--- src/sv/point_to_polar_quadrant_defines.svh ---
// Assertion macros shared by the point_to_polar_quadrant RTL.
`ifndef POINT_TO_POLAR_QUADRANT_DEFINES_SVH
`define POINT_TO_POLAR_QUADRANT_DEFINES_SVH

// Same-cycle implication, clocked on clk, off while rst is high.
`define PTPQ_ASSERT_NOW(label, ante, cons, msg) \
  label: assert property (@(posedge clk) disable iff (rst) (ante) |-> (cons)) \
    else $error(msg);

// Next-cycle implication, clocked on clk, off while rst is high.
`define PTPQ_ASSERT_NEXT(label, ante, cons, msg) \
  label: assert property (@(posedge clk) disable iff (rst) (ante) |=> (cons)) \
    else $error(msg);

`endif

--- src/sv/ptpq_out_buf.sv ---
// Output register with a one-item skid stage for the result stream.
`include "point_to_polar_quadrant_defines.svh"

module ptpq_out_buf #(
  parameter int DATA_W = 8
) (
  input  logic              clk,
  input  logic              rst,
  input  logic              in_valid,
  output logic              in_ready,
  input  logic [DATA_W-1:0] in_data,
  output logic              out_valid,
  input  logic              out_ready,
  output logic [DATA_W-1:0] out_data
);

  logic              skid_v;
  logic [DATA_W-1:0] skid_data;

  assign in_ready = !skid_v;

  always_ff @(posedge clk) begin
    if (rst) begin
      out_valid <= 1'b0;
      skid_v    <= 1'b0;
    end else if (skid_v) begin
      if (out_ready) begin
        out_valid <= 1'b1;
        skid_v    <= 1'b0;
      end
    end else if (in_valid) begin
      if (!out_valid || out_ready) begin
        out_valid <= 1'b1;
      end else begin
        skid_v <= 1'b1;
      end
    end else if (out_ready) begin
      out_valid <= 1'b0;
    end
  end

  always_ff @(posedge clk) begin
    if (skid_v) begin
      if (out_ready) begin
        out_data <= skid_data;
      end
    end else if (in_valid) begin
      if (!out_valid || out_ready) begin
        out_data <= in_data;
      end else begin
        skid_data <= in_data;
      end
    end
  end

  `PTPQ_ASSERT_NOW(a_skid_behind_out, skid_v, out_valid, "skid item held with empty output")
  `PTPQ_ASSERT_NEXT(a_stall_to_skid, in_valid && in_ready && out_valid && !out_ready, skid_v, "stalled item not parked")

endmodule
--- config.mk ---
export PLATFORM = sky130hd
export DESIGN_NAME = ptpq_out_buf
export DESIGN_NICKNAME = d
export VERILOG_FILES = /design/src/sv/ptpq_out_buf.sv
export VERILOG_INCLUDE_DIRS = /design/src /design/src/sv
export SDC_FILE = /design/constraint.sdc
export NUM_CORES = 1
export LEC_CHECK = 0
export BUFFER_PORTS_ARGS = -buffer_cell sky130_fd_sc_hd__buf_2
export CAP_MARGIN = 40
export CORE_MARGIN = 1
export CORE_UTILIZATION = 35
export DETAILED_ROUTE_END_ITERATION = 16
export MAX_ROUTING_LAYER = met4
export PLACE_DENSITY = 0.71
export REMOVE_ABC_BUFFERS = 1
export SYNTH_ARGS = -nofsm -noshare
export SYNTH_HDL_FRONTEND = slang
export SYNTH_SLANG_ARGS = --single-unit
--- constraint.sdc ---
create_clock -name clk -period 3.95 [get_ports clk]
set_input_delay 0.79 -clock clk [delete_from_list [all_inputs] [get_ports clk]]
set_output_delay 0.79 -clock clk [all_outputs]
set_load 0.01 [all_outputs]
=== After elaboration in Yosys (flattened, before gate mapping) ===
Cells that the tools add are included.

* Register bits: 18
* Input bits: 12
* Output and inout port bits: 10
* Logic and storage cells: 30

* Equality and inequality tests: 2
* Multiplexer cells: 13
* Bitwise operators: 2
* Reductions and logical operators: 9

{| class="wikitable"
|+ Operators with widths
! operator !! count
|-
| $mux 8 || 4
|-
| $mux 1 || 9
|-
| $reduce_and 3->1 || 3
|-
| $reduce_bool 2->1 || 3
|-
| $ne 3x1->1 const B || 1
|-
| $logic_not 1->1 || 2
|-
| $ne 2x2->1 const B || 1
|-
| $not 1->1 || 2
|-
| $logic_or 1x1->1 || 1
|}

=== Longest topological paths before layout ===
Gate-level depths: netlist (run 1).

* Depth in word-level cells: 5
* Depth in mapped cells: 3
* Mapped depth without buffers: 2

=== Worst setup path before layout (run 1) ===
No wires, ideal clock.

* Path type: input port to flip-flop
* Start point: in in_valid
* End point: reg skid_data[0], enable pin
* Library setup time: 383 ps
* Arrival: 1450 ps
* Required time: 3567 ps
* Setup slack: 2117 ps
* Stages on the path: 2
* Path buffers: 0
* Path through: nand2_1 nor3_1

* Cells in the longest elaborated chain, start to end: 1

{| class="wikitable"
|+ RTL lines
! what !! line !! text
|-
| start, declared || ptpq_out_buf.sv:9 || <nowiki>input logic in_valid,</nowiki>
|-
| $reduce_and 3->1 (no line) || -- ||
|-
| end signal, assigned || ptpq_out_buf.sv:51 || <nowiki>skid_data <= in_data;</nowiki>
|-
| end, declared || ptpq_out_buf.sv:18 || <nowiki>logic [DATA_W-1:0] skid_data;</nowiki>
|}

No other way between the ends.
A chain may end at the register's enable or synchronous reset.

=== Worst setup path in the final report (run 1) ===
* Start point: reg skid_v
* End point: out in_ready

* Cells in the longest elaborated chain, start to end: 1

{| class="wikitable"
|+ RTL lines
! what !! line !! text
|-
| start, declared || ptpq_out_buf.sv:17 || <nowiki>logic skid_v;</nowiki>
|-
| start signal, assigned || ptpq_out_buf.sv:25 || <nowiki>skid_v <= 1'b0;</nowiki>
|-
| start signal, assigned || ptpq_out_buf.sv:29 || <nowiki>skid_v <= 1'b0;</nowiki>
|-
| start signal, assigned || ptpq_out_buf.sv:35 || <nowiki>skid_v <= 1'b1;</nowiki>
|-
| $logic_not 1->1 || ptpq_out_buf.sv:20 || <nowiki>assign in_ready = !skid_v;</nowiki>
|-
| end, declared || ptpq_out_buf.sv:10 || <nowiki>output logic in_ready,</nowiki>
|}

No other way between the ends.

==> key figures, run 1 <==
Placement
  • Weighted congestion reported at the end of routability-driven placement: ~0.66
  • Detailed-placement wirelength estimate: just over 700 µm
  • Number of port buffers: 21
  • Number of instances in the placed design: between 80 and 90
  • Area of placed instances: slightly above 800 µm²

Power
  • Total design power: 0.000341 W
  • Part of the total power dissipated in sequential elements: approximately 65%
  • Share of total power consumed by net switching: between 20% and 30%
  • Power Dens Cells: 408 mW/mm²
  • IR Drop Worst-Case VDD: 0.171 mV
  • Proportion of power drawn by the clock network: around a quarter
  • P_sw: between 0.00007 and 0.00008 W
  • Internal power: 0.000270 W
  • Part of the power in combinational logic: approximately 8.9%
  • Standby leakage power: about 0.31 nW

Floorplanning
  • Floorplan die area: 0.00212 mm²
  • Starting Density: 38.4%
  • # rows: 15
  • Die Span Y: about 46 µm
  • Horiz. Die Dim: 46.0 µm
  • Core area: roughly 0.0018 mm²
  • Top-level I/O count: 22

Clock network
  • TritonCTS clock tree: built
  • Number of clock sinks: 18
  • Number of buffers inserted during clock tree synthesis: 3
  • Post-CTS Hold Buffers: 0
  • Post-cts repair resize count: 0
  • Clock-pin slew of the registers on the worst-case setup and hold paths: ~0.09 ns
  • H-tree Lvls: 1
  • Maximum buffer depth of the clock tree: 2
  • Clock insertion delay at the later pin of the skew report: between 0.2 and 0.3 ns
  • Setup fix buffers added after clock tree synthesis: 0
  • Clock Tree Root: sky130_fd_sc_hd__clkbuf_4

Drt
  • DR pass1 iterations: 1
  • Count of antenna-violating nets left after detailed routing: 0
  • Ratio of routed vias to standard cells: between 4 and 5
  • Wire length per cell: about 11 µm
  • Drt first-iter violations: 0
  • DRC viols: 0
  • Number of vias in the routed layout: 374
  • Final wirelength: roughly 980 µm

Timing
  • Post-route clock period utilization: approximately 50%
  • Relative slew margins: a little under two thirds
  • Worst-case clock skew: between 0.007 and 0.008 ns
  • Final number of max-transition violations: 0
  • Maximum clock rate: roughly 0.5 GHz
  • Number of hold violations in the final report: 0
  • Minimum period implied by the final worst setup slack: approximately 2 ns
  • # setup viols final: 0
  • Setup repair after global routing missed its margin: false
  • Transition time of the tightest slew-check pin: 0.540 ns
  • Setup TNS Final: 0 ns

Global route
  • Most crowded layer after global routing: met2
  • Global-route total usage across every layer: ~11%
  • Global-route wire length before repair: ~1.4 mm
  • Global-route met2 utilization: 14.9%
  • GR Util met1: 13.4%
  • Number of global-route vias before repair: 334
  • Number of antenna violations at the first check in global routing: 0
  • Global routing met3 resource utilization: between 2 and 2.5%
  • Congestion Overflow GR: 0
  • Pin count of the biggest net entering global routing: 14

Synthesis
  • Post-Syn Area: about 680 µm²
  • Warnings, synthesis: 0
  • Synth top area cells: sky130_fd_sc_hd__edfxtp_1 (71%), sky130_fd_sc_hd__mux2_2 (13%), sky130_fd_sc_hd__dfxtp_1 (5.9%)
  • Sequential element share of the synthesized area: around three quarters
  • Post-synthesis cell count: 36
  • Post-synthesis cell type with the largest combined area: sky130_fd_sc_hd__edfxtp_1
  • Distinct cell type count of the synthesized netlist: 13
  • Number of synthesized register bits: 18
  • Portion of synthesized cell area occupied by the leading cell type: between 70 and 80%
  • Average size of a mapped cell: approximately 19 µm²

Layout
  • Layout cells sized above 1: a little under three fifths
  • # nets final: 74
  • Synthesis-to-finish area growth: 23.1%
  • Core utilization of the finished layout: between 40% and 50%
  • Commonest cells after routing, fill and taps aside: sky130_fd_sc_hd__buf_2 (22), sky130_fd_sc_hd__edfxtp_1 (16), sky130_fd_sc_hd__mux2_2 (8)
  • Number of diodes added for antenna fixing: 0
  • Leading cell type in the layout, fill and taps excluded: sky130_fd_sc_hd__buf_2
  • Filler Cells Inserted: around 170
  • Total non-filler cell area in the finished layout: about 830 µm²
  • Post-route insts no fill: 86

Setup path
  • Data arrival time of the critical path: between 1 and 1.5 ns
  • Startpoint class of the critical path: register
  • Top fanout value on the critical path: 13
  • Required time of the worst setup path: about 3.2 ns
  • Category of the most critical setup path: reg -> out
  • Crit path capture type: output port

Status
  • Run status: completed

Job
  • Number of maximum-capacitance constraint violations: 0

Min path
  • Hold Path Class: reg -> reg
-- stage by stage --
step | hold WS, ns | setup slack, ns
2_1_floorplan | 0.523 | 2.12
3_3_place_gp | 0.503 | 1.82
3_5_place_dp | 0.522 | 2.03
4_1_cts | 0.537 | 1.94
5_1_grt | 0.567 | 1.89
6_report | 0.533 | 1.98
-- layout make-up --
| cell class | count | area, µm² | area share, % |
|---|---|---|---|
| Timing Repair Buffer | 22 | 110 | 13.2 |
| Clock buffer | 3 | 22.5 | 2.70 |
| Sequential cell | 18 | 520 | 62.4 |
| Tap cell | 25 | 31.3 | 3.75 |
| Multi-Input combinational cell | 16 | 143 | 17.1 |
| Clock inverter | 1 | 3.75 | 0.450 |
| Inverter | 1 | 3.75 | 0.450 |
-- worst max-delay path: stages, from the launching register on --
cell	delay (ns)
sky130_fd_sc_hd__dfxtp_1	0.67
sky130_fd_sc_hd__inv_2	0.08
sky130_fd_sc_hd__buf_2	0.16
-- flip-flops by register name (all words and copies together) (netlist names) --
signal / cells
out_data: 8
out_valid: 1
skid_data: 8
skid_v: 1
-- metal layers --
layer / part of all wire, % / wire length, µm
met1: 48 / 473
met4: 1.9 / 19
met3: 4.3 / 42
met2: 45 / 446
met5: 0 / 0
-- worst paths after layout --
path                   from            to  slack [ns]  cells past startpoint
setup / recovery     skid_v      in_ready        1.98                      2
hold / removal    out_valid        skid_v        0.53                      2
setup reg to reg     skid_v  skid_data[4]        2.42                      2
hold reg to reg   out_valid        skid_v        0.53                      2
-- power by group through the flow --
stage	combinational [W]	clock, W	sequential, W
after floorplan	0.0000110	0	0.000229
after global placement	0.0000298	0	0.000226
after detailed placement	0.0000307	0	0.000226
after CTS	0.0000309	0.0000949	0.000221
after global routing	0.0000334	0.0000984	0.000222
final	0.0000304	0.0000891	0.000221
-- Yosys cell counts --
library cell and n:
sky130_fd_sc_hd__edfxtp_1 16, sky130_fd_sc_hd__mux2_2 8, sky130_fd_sc_hd__dfxtp_1 2, sky130_fd_sc_hd__a211oi_1 1, sky130_fd_sc_hd__a21oi_1 1, sky130_fd_sc_hd__buf_6 1
sky130_fd_sc_hd__inv_2 1, sky130_fd_sc_hd__mux2i_1 1, sky130_fd_sc_hd__nand2_1 1, sky130_fd_sc_hd__nor2_1 1, sky130_fd_sc_hd__nor3_1 1, sky130_fd_sc_hd__o22a_1 1
sky130_fd_sc_hd__or2b_2 1
-- cell families after synthesis --
| kind of cell | after synthesis | synth area share [%] |
|---|---|---|
| buffers and inverters | 2 | 2.21 |
| multiplexers | 9 | 14.8 |
| AO/OA/AOI/OAI | 3 | 3.14 |
| AND/OR/NAND/NOR | 4 | 3.13 |
| flip-flops | 18 | 76.8 |
Note: power is estimated with default switching activity, not from simulation.
==> run 2, diff against run 1 <==
- clock period: 3.95 -> 2.03 ns (I/O delays scaled with it)
==> run 2 against run 1 <==
Net effect: sequential share of layout area down 0.74 points; critical endpoint unchanged; largest cell class unchanged; final cell count up 1.2%; utilization up 0.57 points; hold slack worse by 0.24 ns; sequential cell count unchanged; highest routed layer unchanged; global-route usage up 1.4 points.
==> key figures, run 2 (synthesis results as in run 1) <==
Timing
  • Setup TNS Final: 0 ns
  • Worst-case clock skew: roughly 0.0043 ns
  • Transition time of the tightest slew-check pin: 0.530 ns
  • # setup viols final: 0
  • Final number of max-transition violations: 0
  • Post-route worst hold slack: 0.289 ns
  • Final setup slack of the worst path: between 0.4 and 0.5 ns
  • Minimum period implied by the final worst setup slack: around 1.6 ns
  • Number of hold violations in the final report: 0
  • Maximum clock rate: 0.632 GHz
  • Setup repair after global routing missed its margin: false
  • Post-route clock period utilization: between 70% and 80%
  • Relative slew margins: around 65%

Global route
  • Global-route total usage across every layer: approximately 12%
  • Pin count of the biggest net entering global routing: 14
  • Number of antenna violations at the first check in global routing: 0
  • Global-route wire length before repair: approximately 1.7 mm
  • Congestion Overflow GR: 0
  • Number of global-route vias before repair: about 420

Drt
  • DR pass1 iterations: 2
  • DRC viols: 0
  • Drt first-iter violations: 1
  • Count of antenna-violating nets left after detailed routing: 0
  • Number of vias in the routed layout: roughly 400
  • Wire length per cell: approximately 12 µm
  • Ratio of routed vias to standard cells: between 4 and 5
  • Final wirelength: 1.04 mm

Floorplanning
  • # rows: 15
  • Starting Density: between 30% and 40%
  • Die Span Y: between 40 and 50 µm
  • Floorplan die area: about 0.0021 mm²
  • Horiz. Die Dim: about 46 µm
  • Core area: around 0.0018 mm²
  • Top-level I/O count: 22

Clock network
  • Maximum buffer depth of the clock tree: 2
  • Setup fix buffers added after clock tree synthesis: 0
  • Clock Tree Root: sky130_fd_sc_hd__clkbuf_4
  • Number of clock sinks: 18
  • H-tree Lvls: 1
  • TritonCTS clock tree: built
  • Post-CTS Hold Buffers: 0
  • Number of buffers inserted during clock tree synthesis: 3
  • Clock insertion delay at the later pin of the skew report: between 0.2 and 0.3 ns
  • Clock-pin slew of the registers on the worst-case setup and hold paths: 0.10 ns
  • Post-cts repair resize count: 0

Setup path
  • Required time of the worst setup path: around 1.6 ns
  • Critical path cell sequence: inv_2 -> buf_2
  • Biggest cell delay along the critical path: around 0.67 ns
  • Crit path capture type: output port
  • Data arrival time of the critical path: approximately 1.2 ns
  • Cell with the largest stage delay on the worst path: sky130_fd_sc_hd__dfxtp_1
  • Category of the most critical setup path: reg -> out
  • Top fanout value on the critical path: 13
  • Startpoint class of the critical path: register

Layout
  • Synthesis-to-finish area growth: 24.5%
  • Filler Cells Inserted: about 180
  • Total non-filler cell area in the finished layout: roughly 840 µm²
  • Reg area: 520 µm²
  • Registers with the most flip-flops: out_data: 8 flops, skid_data: 8 flops
  • Commonest cells after routing, fill and taps aside: sky130_fd_sc_hd__buf_2 (21), sky130_fd_sc_hd__edfxtp_1 (16), sky130_fd_sc_hd__mux2_2 (8)
  • Area occupied by multi-input gates: 143 µm²
  • Number of diodes added for antenna fixing: 0
  • Layout cells sized above 1: slightly below 60%
  • # nets final: 75
  • Leading cell type in the layout, fill and taps excluded: sky130_fd_sc_hd__buf_2

Placement
  • Detailed-placement wirelength estimate: 758 µm
  • Post-Place Worst Slack: around 0.55 ns
  • Weighted congestion reported at the end of routability-driven placement: ~0.71
  • Area of placed instances: between 800 and 900 µm²
  • Number of port buffers: 21

Power
  • P_sw: 0.000137 W
  • Part of the power in combinational logic: under 10%
  • Internal power: approximately 0.00053 W
  • Share of total power consumed by net switching: 20.6%
  • Proportion of power drawn by the clock network: between 20 and 30%
  • Standby leakage power: 0.318 nW
  • Total design power: 0.000663 W
  • IR Drop Worst-Case VDD: between 0.3 and 0.4 mV
  • Part of the total power dissipated in sequential elements: ~65%
  • Power Dens Cells: between 700 and 800 mW/mm²

Min path
  • Hold Path Class: in -> reg

Job
  • Number of maximum-capacitance constraint violations: 0

Status
  • Run status: completed
[run 2: cell count changes in the layout (fill, tap and decap cells not counted), sizes merged]
cell  change
buf       +1
[run 2: final cells by class]
cell class	instances	area share, %
sequential	18	61.6
multi-input combinational	16	16.9
timing repair buffer	23	14.2
tap	25	3.70
clock buffer	3	2.67
clock inverter	1	0.444
inverter	1	0.444
[run 2: worst paths after layout]
kind              startpoint           to  slack (ns)  cells after the start
setup / recovery      skid_v     in_ready        0.45                      2
hold / removal           rst    out_valid        0.29                      2
setup reg to reg      skid_v  out_data[5]        0.56                      1
hold reg to reg    out_valid       skid_v        0.52                      2
[run 2: power groups by stage]
| stage | sequential, W | clock, W | combinational, W |
|---|---|---|---|
| after floorplan | 0.000446 | 0 | 0.0000213 |
| final | 0.000431 | 0.000171 | 0.0000604 |
| after global routing | 0.000434 | 0.000197 | 0.0000676 |
| after global placement | 0.000439 | 0 | 0.0000594 |
| after detailed placement | 0.000440 | 0 | 0.0000605 |
| after CTS | 0.000431 | 0.000179 | 0.0000613 |
[run 2: layer usage]
| metal | GRT usage, % | share of wire [%] | vias to the layer above |
|---|---|---|---|
| met5 | - | 0 | - |
| met4 | 8.82 | 1.8 | 0 |
| met3 | 2.38 | 3.6 | 2 |
| met2 | 19.7 | 48 | 14 |
| met1 | 14.0 | 47 | 182 |
| li1 | - | - | 191 |
[run 2: critical path: cells and delay by family (launching register included)]
family	cells	cell delay (ns)
buffers and inverters	2	0.22
flip-flops	1	0.67
[run 2: through the flow]
step,cells,utilization [%]
final,87,47.9
after global routing,87,47.9
after detailed placement,83,46.4
after CTS,87,47.9
after floorplan,35,-
after global placement,83,46.4
